File: config.mk
export PLATFORM = sky130hd
export DESIGN_NAME = biquad_iir_filter_core
export DESIGN_NICKNAME = d
export VERILOG_FILES = /design/src/biq_pkg.sv /design/src/biq_regs.sv /design/src/biq_datapath.sv /design/src/biquad_iir_filter_core.sv
export SDC_FILE = /design/constraint.sdc
export NUM_CORES = 2
export LEC_CHECK = 0
export ABC_AREA = 1
export BUFFER_PORTS_ARGS = -buffer_cell sky130_fd_sc_hd__buf_2
export CORE_ASPECT_RATIO = 1.75
export CORE_MARGIN = 2
export CORE_UTILIZATION = 61
export CTS_CLUSTER_SIZE = 10
export DETAILED_ROUTE_END_ITERATION = 16
export PLACE_DENSITY = 0.8
export SLEW_MARGIN = 25
export SYNTH_ARGS = -nofsm -noshare
export SYNTH_HDL_FRONTEND = slang
export SYNTH_SLANG_ARGS = --single-unit
File: constraint.sdc
create_clock -name clk -period 10.82 [get_ports clk]
set_input_delay 0.541 -clock clk [delete_from_list [all_inputs] [get_ports clk]]
set_output_delay 0.541 -clock clk [all_outputs]
set_load 0.01 [all_outputs]
File: src/biq_pkg.sv
`default_nettype none

package biq_pkg;

  // apb register map, one 32-bit word per register
  localparam int ADDR_W = 5;
  localparam int DATA_W = 32;

  localparam logic [2:0] REG_FILTER_MODE = 3'd0;
  localparam logic [2:0] REG_BYPASS      = 3'd1;
  localparam logic [2:0] REG_COEF_A0     = 3'd2;
  localparam logic [2:0] REG_COEF_A1     = 3'd3;
  localparam logic [2:0] REG_COEF_B1     = 3'd4;
  localparam logic [2:0] REG_COEF_B2     = 3'd5;

  localparam logic [1:0] MODE_LOWPASS  = 2'd0;
  localparam logic [1:0] MODE_BANDSTOP = 2'd1;

  typedef struct packed {
    logic [1:0] mode;
    logic       bypass;
  } ctrl_t;

endpackage

`default_nettype wire

File: src/biq_regs.sv
`default_nettype none

module biq_regs #(
  parameter int COEF_WIDTH = 18
) (
  input  logic                        clk,
  input  logic                        rst,
  input  logic                        psel,
  input  logic                        penable,
  input  logic                        pwrite,
  input  logic [biq_pkg::ADDR_W-1:0]  paddr,
  input  logic [biq_pkg::DATA_W-1:0]  pwdata,
  output logic [biq_pkg::DATA_W-1:0]  prdata,
  output biq_pkg::ctrl_t              ctrl,
  output logic signed [COEF_WIDTH-1:0] coef_a0,
  output logic signed [COEF_WIDTH-1:0] coef_a1,
  output logic signed [COEF_WIDTH-1:0] coef_b1,
  output logic signed [COEF_WIDTH-1:0] coef_b2
);
  import biq_pkg::*;

  logic       wr_en;
  logic [2:0] idx;

  assign wr_en = psel && penable && pwrite;
  assign idx   = paddr[ADDR_W-1:2];

  always_ff @(posedge clk) begin
    if (rst) begin
      ctrl.mode   <= MODE_LOWPASS;
      ctrl.bypass <= 1'b1;
      coef_a0     <= '0;
      coef_a1     <= '0;
      coef_b1     <= '0;
      coef_b2     <= '0;
    end else if (wr_en) begin
      case (idx)
        REG_FILTER_MODE: ctrl.mode   <= pwdata[1:0];
        REG_BYPASS:      ctrl.bypass <= pwdata[0];
        REG_COEF_A0:     coef_a0     <= pwdata[COEF_WIDTH-1:0];
        REG_COEF_A1:     coef_a1     <= pwdata[COEF_WIDTH-1:0];
        REG_COEF_B1:     coef_b1     <= pwdata[COEF_WIDTH-1:0];
        REG_COEF_B2:     coef_b2     <= pwdata[COEF_WIDTH-1:0];
        default: ;
      endcase
    end
  end

  always_comb begin
    case (idx)
      REG_FILTER_MODE: prdata = DATA_W'(ctrl.mode);
      REG_BYPASS:      prdata = DATA_W'(ctrl.bypass);
      REG_COEF_A0:     prdata = DATA_W'(coef_a0);
      REG_COEF_A1:     prdata = DATA_W'(coef_a1);
      REG_COEF_B1:     prdata = DATA_W'(coef_b1);
      REG_COEF_B2:     prdata = DATA_W'(coef_b2);
      default:         prdata = '0;
    endcase
  end

  a_mode_write: assert property (@(posedge clk) disable iff (rst)
    (wr_en && idx == REG_FILTER_MODE) |=> ctrl.mode == $past(pwdata[1:0]))
    else $error("filter mode write lost");

  a_bypass_write: assert property (@(posedge clk) disable iff (rst)
    (wr_en && idx == REG_BYPASS) |=> ctrl.bypass == $past(pwdata[0]))
    else $error("bypass write lost");

  a_no_write_hold: assert property (@(posedge clk) disable iff (rst)
    !wr_en |=> $stable(ctrl) && $stable(coef_a0) && $stable(coef_b2))
    else $error("register changed without a write");

endmodule

`default_nettype wire

File: src/biq_datapath.sv
`default_nettype none

module biq_datapath #(
  parameter int SAMPLE_WIDTH = 16,
  parameter int COEF_WIDTH   = 18
) (
  input  logic                          clk,
  input  logic                          rst,
  input  logic                          advance,
  input  logic signed [SAMPLE_WIDTH-1:0] x,
  input  biq_pkg::ctrl_t                ctrl,
  input  logic signed [COEF_WIDTH-1:0]   coef_a0,
  input  logic signed [COEF_WIDTH-1:0]   coef_a1,
  input  logic signed [COEF_WIDTH-1:0]   coef_b1,
  input  logic signed [COEF_WIDTH-1:0]   coef_b2,
  output logic signed [SAMPLE_WIDTH-1:0] y
);
  import biq_pkg::*;

  localparam int SW    = SAMPLE_WIDTH;
  localparam int CF    = COEF_WIDTH - 4;
  localparam int ACC_W = SAMPLE_WIDTH + COEF_WIDTH + 3;

  localparam logic signed [ACC_W-1:0] ROUND_HALF =
    {{(ACC_W-CF){1'b0}}, 1'b1, {(CF-1){1'b0}}};
  localparam logic signed [ACC_W-1:0] SAT_HI = {{(ACC_W-SW+1){1'b0}}, {(SW-1){1'b1}}};
  localparam logic signed [ACC_W-1:0] SAT_LO = ~SAT_HI;

  logic signed [SW-1:0]    x_prev1, x_prev2, y_prev1, y_prev2;
  logic signed [SW:0]      sum_x, diff_xy, a1_op;
  logic signed [ACC_W-1:0] p0, p1, p2, p3, acc, shifted;
  logic signed [SW-1:0]    y_filt, y_res;
  logic                    bandstop;

  assign bandstop = (ctrl.mode == MODE_BANDSTOP);

  assign sum_x   = {x[SW-1], x} + {x_prev2[SW-1], x_prev2};
  assign diff_xy = {x_prev1[SW-1], x_prev1} - {y_prev1[SW-1], y_prev1};
  assign a1_op   = bandstop ? diff_xy : {x_prev1[SW-1], x_prev1};

  assign p0 = ACC_W'(coef_a0) * ACC_W'(sum_x);
  assign p1 = ACC_W'(coef_a1) * ACC_W'(a1_op);
  assign p2 = bandstop ? '0 : ACC_W'(coef_b1) * ACC_W'(y_prev1);
  assign p3 = ACC_W'(coef_b2) * ACC_W'(y_prev2);

  // round half up at the coefficient fraction point
  assign acc     = p0 + p1 - p2 - p3 + ROUND_HALF;
  assign shifted = acc >>> CF;

  always_comb begin
    if (shifted > SAT_HI) begin
      y_filt = SAT_HI[SW-1:0];
    end else if (shifted < SAT_LO) begin
      y_filt = SAT_LO[SW-1:0];
    end else begin
      y_filt = shifted[SW-1:0];
    end
  end

  always_comb begin
    case (ctrl.mode)
      MODE_LOWPASS:  y_res = y_filt;
      MODE_BANDSTOP: y_res = y_filt;
      default:       y_res = '0;
    endcase
  end

  assign y = ctrl.bypass ? x : y_res;

  always_ff @(posedge clk) begin
    if (rst) begin
      x_prev1 <= '0;
      x_prev2 <= '0;
      y_prev1 <= '0;
      y_prev2 <= '0;
    end else if (advance && !ctrl.bypass) begin
      x_prev2 <= x_prev1;
      x_prev1 <= x;
      y_prev2 <= y_prev1;
      y_prev1 <= y_res;
    end
  end

  a_bypass_keeps_history: assert property (@(posedge clk) disable iff (rst)
    (advance && ctrl.bypass) |=> $stable(x_prev1) && $stable(y_prev1) && $stable(y_prev2))
    else $error("history moved during bypass");

  a_history_shift: assert property (@(posedge clk) disable iff (rst)
    (advance && !ctrl.bypass) |=> x_prev2 == $past(x_prev1) && y_prev2 == $past(y_prev1))
    else $error("history did not shift");

  a_unused_mode_zero: assert property (@(posedge clk) disable iff (rst)
    (advance && !ctrl.bypass && ctrl.mode != MODE_LOWPASS && ctrl.mode != MODE_BANDSTOP)
      |=> y_prev1 == '0)
    else $error("unused mode fed a nonzero output back");

endmodule

`default_nettype wire

File: src/biquad_iir_filter_core.sv
`default_nettype none

// channel   | handshake                        | payload
// ----------+----------------------------------+------------------------
// samples   | sample_valid / sample_ready      | sample_in  (signed)
// results   | result_valid / result_ready      | sample_out (signed)
// config    | psel penable pwrite pready (apb) | paddr pwdata / prdata
//
// one sample per cycle while result_ready is high; a beat is held in the input register
// and its result in the result register. the rate is set by the y_prev1 feedback loop:
// four multiplies, the sum, rounding and saturation all sit between the input register
// and the result register. the input register and the result register each hold one
// beat, so a new sample is taken while a finished result waits on result_ready
// synchronous reset clears the history, the registers (bypass set) and both valids

module biquad_iir_filter_core #(
  parameter int SAMPLE_WIDTH = 16,
  parameter int COEF_WIDTH   = 18
) (
  input  logic                          clk,
  input  logic                          rst,
  input  logic                          sample_valid,
  output logic                          sample_ready,
  input  logic signed [SAMPLE_WIDTH-1:0] sample_in,
  output logic                          result_valid,
  input  logic                          result_ready,
  output logic signed [SAMPLE_WIDTH-1:0] sample_out,
  input  logic                          psel,
  input  logic                          penable,
  input  logic                          pwrite,
  input  logic [biq_pkg::ADDR_W-1:0]    paddr,
  input  logic [biq_pkg::DATA_W-1:0]    pwdata,
  output logic [biq_pkg::DATA_W-1:0]    prdata,
  output logic                          pready
);
  import biq_pkg::*;

  ctrl_t                         ctrl;
  logic signed [COEF_WIDTH-1:0]   coef_a0, coef_a1, coef_b1, coef_b2;
  logic                          s1_valid;
  logic signed [SAMPLE_WIDTH-1:0] s1_sample;
  logic signed [SAMPLE_WIDTH-1:0] y;
  logic                          advance;

  assign pready = 1'b1;

  biq_regs #(
    .COEF_WIDTH(COEF_WIDTH)
  ) u_regs (
    .clk     (clk),
    .rst     (rst),
    .psel    (psel),
    .penable (penable),
    .pwrite  (pwrite),
    .paddr   (paddr),
    .pwdata  (pwdata),
    .prdata  (prdata),
    .ctrl    (ctrl),
    .coef_a0 (coef_a0),
    .coef_a1 (coef_a1),
    .coef_b1 (coef_b1),
    .coef_b2 (coef_b2)
  );

  // the input register moves into the result register when that one is empty or drained
  assign advance      = s1_valid && (!result_valid || result_ready);
  assign sample_ready = !s1_valid || advance;

  always_ff @(posedge clk) begin
    if (rst) begin
      s1_valid <= 1'b0;
    end else if (sample_ready) begin
      s1_valid <= sample_valid;
    end
  end

  always_ff @(posedge clk) begin
    if (sample_valid && sample_ready) begin
      s1_sample <= sample_in;
    end
  end

  biq_datapath #(
    .SAMPLE_WIDTH(SAMPLE_WIDTH),
    .COEF_WIDTH  (COEF_WIDTH)
  ) u_datapath (
    .clk     (clk),
    .rst     (rst),
    .advance (advance),
    .x       (s1_sample),
    .ctrl    (ctrl),
    .coef_a0 (coef_a0),
    .coef_a1 (coef_a1),
    .coef_b1 (coef_b1),
    .coef_b2 (coef_b2),
    .y       (y)
  );

  always_ff @(posedge clk) begin
    if (rst) begin
      result_valid <= 1'b0;
    end else if (advance) begin
      result_valid <= 1'b1;
    end else if (result_ready) begin
      result_valid <= 1'b0;
    end
  end

  always_ff @(posedge clk) begin
    if (advance) begin
      sample_out <= y;
    end
  end

  a_advance_fills_result: assert property (@(posedge clk) disable iff (rst)
    advance |=> result_valid)
    else $error("beat lost between input and result register");

  a_input_held: assert property (@(posedge clk) disable iff (rst)
    (s1_valid && !advance) |=> s1_valid && $stable(s1_sample))
    else $error("input register overwritten while stalled");

  a_no_advance_when_blocked: assert property (@(posedge clk) disable iff (rst)
    (result_valid && !result_ready) |-> !advance)
    else $error("result register overwritten while stalled");

endmodule

`default_nettype wire
==> flow_metrics.tcl <==
set metrics [dict create \
    detailed_place_hpwl_mm 185 \
    synth_simple_gate_area_share_pct 14.5 \
    post-route-period-util_pct 100 \
    irDropWorstVdd_mv 0.177 \
    rsz0062_at_grt "yes" \
    via_per_inst 5.71 \
    synth_ff_type "sky130_fd_sc_hd__dfxtp_1" \
    multi_input_area_um2 46400 \
    drc_errors 0 \
    postSynth.asyncResetShare_pct 0 \
    power_switching_mw 2.85 \
    relSlewSlack_pct 15.0 \
    dr.max_layer_used "met5" \
    wl_mm 216 \
    nets 9372 \
    critical_path.reg2reg.startpoint "u_datapath.x_prev1[0]" \
    placementRows 148 \
    avgRoutedWirePerCell_um 24.5 \
    place_congestion 1.07 \
    floorplan.initialDensity_pct 61.3 \
    ctsHoldBuffers 0 \
    syn_inst 7039 \
    timing.hold.worst_path_depth 1 \
    number_of_maximum_capacitance_violations 0 \
    clk_root_buffer_cell "sky130_fd_sc_hd__clkbuf_16" \
    critPathSlowestCell "sky130_fd_sc_hd__fa_2" \
    yosys.area_share.xor_xnor_pct 2.37 \
    post_synth_main_area_contributors "sky130_fd_sc_hd__fa_1 45%, sky130_fd_sc_hd__inv_1 12%, sky130_fd_sc_hd__ha_1 9.8%" \
    synth.mux.area_fraction_pct 0 \
    final-seq-area_um2 3790 \
    n_fill_cell 7189 \
    die-width_um 235 \
    cp_data_required_time_ns 11.03 \
    power-per-cell-area_nw_per_um2 89.4 \
    hold_path_end "s1_sample[14]" \
    synth_top_family_by_area "adder cells" \
    cts-root-to-sink-buffers 2 \
    wire_length_of_the_first_global_routing_pass_mm 318 \
    comb_power_share_pct 77.0 \
    postSynthAreaPerCell_um2 8.08 \
    post_synthesis_compound_gate_area_fraction_pct 7.38 \
    power.static_leakage_nw 32.6 \
    vias 50300 \
    worst_skew_pair.late_latency_ns 0.49 \
    postSynthNetCount 8819 \
    worst-endpoint-arrival_ns 11.05 \
    cts.htree.levels 4 \
    synth_area_leader_cell "sky130_fd_sc_hd__fa_1" \
    min_period_ns 10.84 \
    first_global_vias 54500 \
    hp_start "sample_in[14]" \
    largest_net_degree_at_the_start_of_global_routing 76 \
    die_h_um 408 \
    fin_tns_setup_ns -0.0369 \
    critPathKind "register to register" \
    largest_stage_delay_on_the_critical_path_ns 0.63 \
    synth.cell_area_um2 56900 \
    final.setup.worst_slack_ns -0.0190 \
    tightestPinTransition_ns 1.28 \
    initial_antenna_violation_count 15 \
    clkSinkCount 173 \
    p_clk_share_pct 11.2 \
    final.setup_skew_ns 0.0203 \
    number_of_warnings_issued_by_yosys 0 \
    r2r_slack_ns -0.02 \
    worst_flop_to_flop_path_endpoint "sample_out[11]" \
    finalSetupViolCount 2 \
    tritoncts.num_buffers 17 \
    m1WireLength_mm 63.9 \
    tritoncts "built" \
    sequentialPowerShare_pct 11.8 \
    timing.critical_path.from "u_datapath.x_prev1[0]" \
    overflow 0 \
    postRouteAntennaNets 0 \
    clock_transition_at_the_registers_of_the_reported_paths_ns 0.08 \
    critPathMostFrequentCell "sky130_fd_sc_hd__fa_1" \
    drive_above_1_share_pct 15.5 \
    area_growth_syn_to_layout_pct 15.2 \
    fmaxAchievable_mhz 92.3 \
    synth.distinct_cells 57 \
    grt_usage_pct 45.5 \
    synth_most_common_cell "sky130_fd_sc_hd__inv_1" \
    synth-adder-area-share_pct 54.6 \
    synth_top_cells_by_count "1860 x sky130_fd_sc_hd__inv_1, 1375 x sky130_fd_sc_hd__nand2_1, 1273 x sky130_fd_sc_hd__fa_1" \
    synth-seq-cells 173 \
    setup.worst_path.start_class "register" \
    drt_pre_antenna_iters 6 \
    detailedPlace.worstSlack_ns -0.628 \
    run_status "finished with violations" \
    io_buffers 93 \
    final_hold_viol_count 0 \
    ioPinCount 111 \
    final_max_slew_viol_count 0 \
    power.internal_mw 3.01 \
    number_of_flops_mapped_to_enable_cells_by_yosys 32 \
    core-area_um2 92800 \
    design.die.area_um2 95800 \
    endpoint_kind "register" \
    drtIter0Drc 3823 \
    netlist.area_leader.share_pct 44.8 \
    ys_seq_area_share_pct 6.65 \
    worst-path-max-fanout 8 \
    met3RoutedLength_mm 14.6 \
    min-delay-path-class "input pin to register" \
    reg2reg_depth 48 \
    failing_checks "negative setup slack" \
    dr_wl_met2_mm 105 \
    p_sw_share_pct 48.7 \
]
## final cells by class
class,count,area share (%)
Antenna cell,15,0.0572
Clock buffer,18,0.655
Clock inverter,14,0.216
Inverter,1879,10.8
Multi-Input combinational cell,4705,70.8
Sequential cell,173,5.78
Tap cell,1200,2.29
Timing Repair Buffer,816,9.45
## power groups by stage
stage	clock [mW]	combinational, mW	sequential, mW
detailed placement	0	3.68	0.706
floorplan	0	1.69	0.691
finish	0.654	4.51	0.693
global placement	0	3.68	0.706
CTS	0.656	4.08	0.691
global route	0.675	4.71	0.692
## through the flow
stage	area [µm²]	util (%)	cells	hold WS, ns	power [mW]
floorplan	56900	-	7039	0.463	2.38
global placement	63000	67.9	8738	0.485	4.39
detailed placement	63000	67.9	8738	0.492	4.38
CTS	64500	69.5	8787	0.223	5.43
global route	65600	70.7	8813	0.235	6.07
finish	65600	70.7	8820	0.242	5.86
## sequential cells by signal (all words and copies together) (netlist names)
register	flops
sample_out	16
s1_sample	16
u_regs.ctrl	3
u_regs.coef_b2	18
u_datapath.y_prev1	16
u_regs.coef_a0	18
u_datapath.x_prev1	16
s1_valid	1
u_datapath.x_prev2	16
u_regs.coef_b1	18
u_datapath.y_prev2	16
result_valid	1
u_regs.coef_a1	18
## how the worst max path moves through the flow
stage / endpoint / slack, ns / cells past startpoint
final: sample_out[11] / -0.02 / 48
after CTS: sample_out[13] / -0.001 / 54
after floorplan: sample_out[8] / 0.61 / 50
after global routing: u_datapath.y_prev1[3] / -0.30 / 61
after global placement: sample_out[4] / -0.36 / 51
after detailed placement: sample_out[3] / -0.63 / 53
## layout by cell type, fill, tap and decap left out, types with 137 or more instances in the layout
cell,n
sky130_fd_sc_hd__inv_1,1835
sky130_fd_sc_hd__nand2_1,1323
sky130_fd_sc_hd__fa_1,1254
sky130_fd_sc_hd__buf_4,684
sky130_fd_sc_hd__nor2_1,405
sky130_fd_sc_hd__ha_1,402
sky130_fd_sc_hd__a21oi_1,318
sky130_fd_sc_hd__o21ai_0,219
sky130_fd_sc_hd__nand3_1,139
sky130_fd_sc_hd__dfxtp_1,137
## critical path: cells and delay by family, from the launching register on
kind	cells	cell delay (ns)
and+or+nand+nor	17	2.21
AOI/OAI and AO/OA	5	0.53
DFF	1	0.34
adders and majority gates	13	5.71
xor gates and xnor gates	3	0.59
buffers and inverters	10	1.14
## per-layer routing
layer  up-vias  GRT usage [%]
li1      21800              -
met1     24600           43.5
met2      2639           77.7
met3      1272           7.89
met4         2           51.8
met5         -              0
## logic make-up (layout without fill, tap and decap cells)
logic type / after synthesis / after routing
compound gates: 762 / 762
xor+xnor: 153 / 153
fa+ha+maj: 1720 / 1720
buf+inv: 2162 / 2727
flops: 173 / 173
other cells: 1 / 16
simple gates: 2068 / 2069
## repair_timing
item,CTS,global route
resized for setup,161,194
endpoints found under the setup margin,32,32
gates cloned,1,2
buffers inserted,17,17
pin swaps,50,84
No activity file was read; power rests on OpenSTA's default activity.
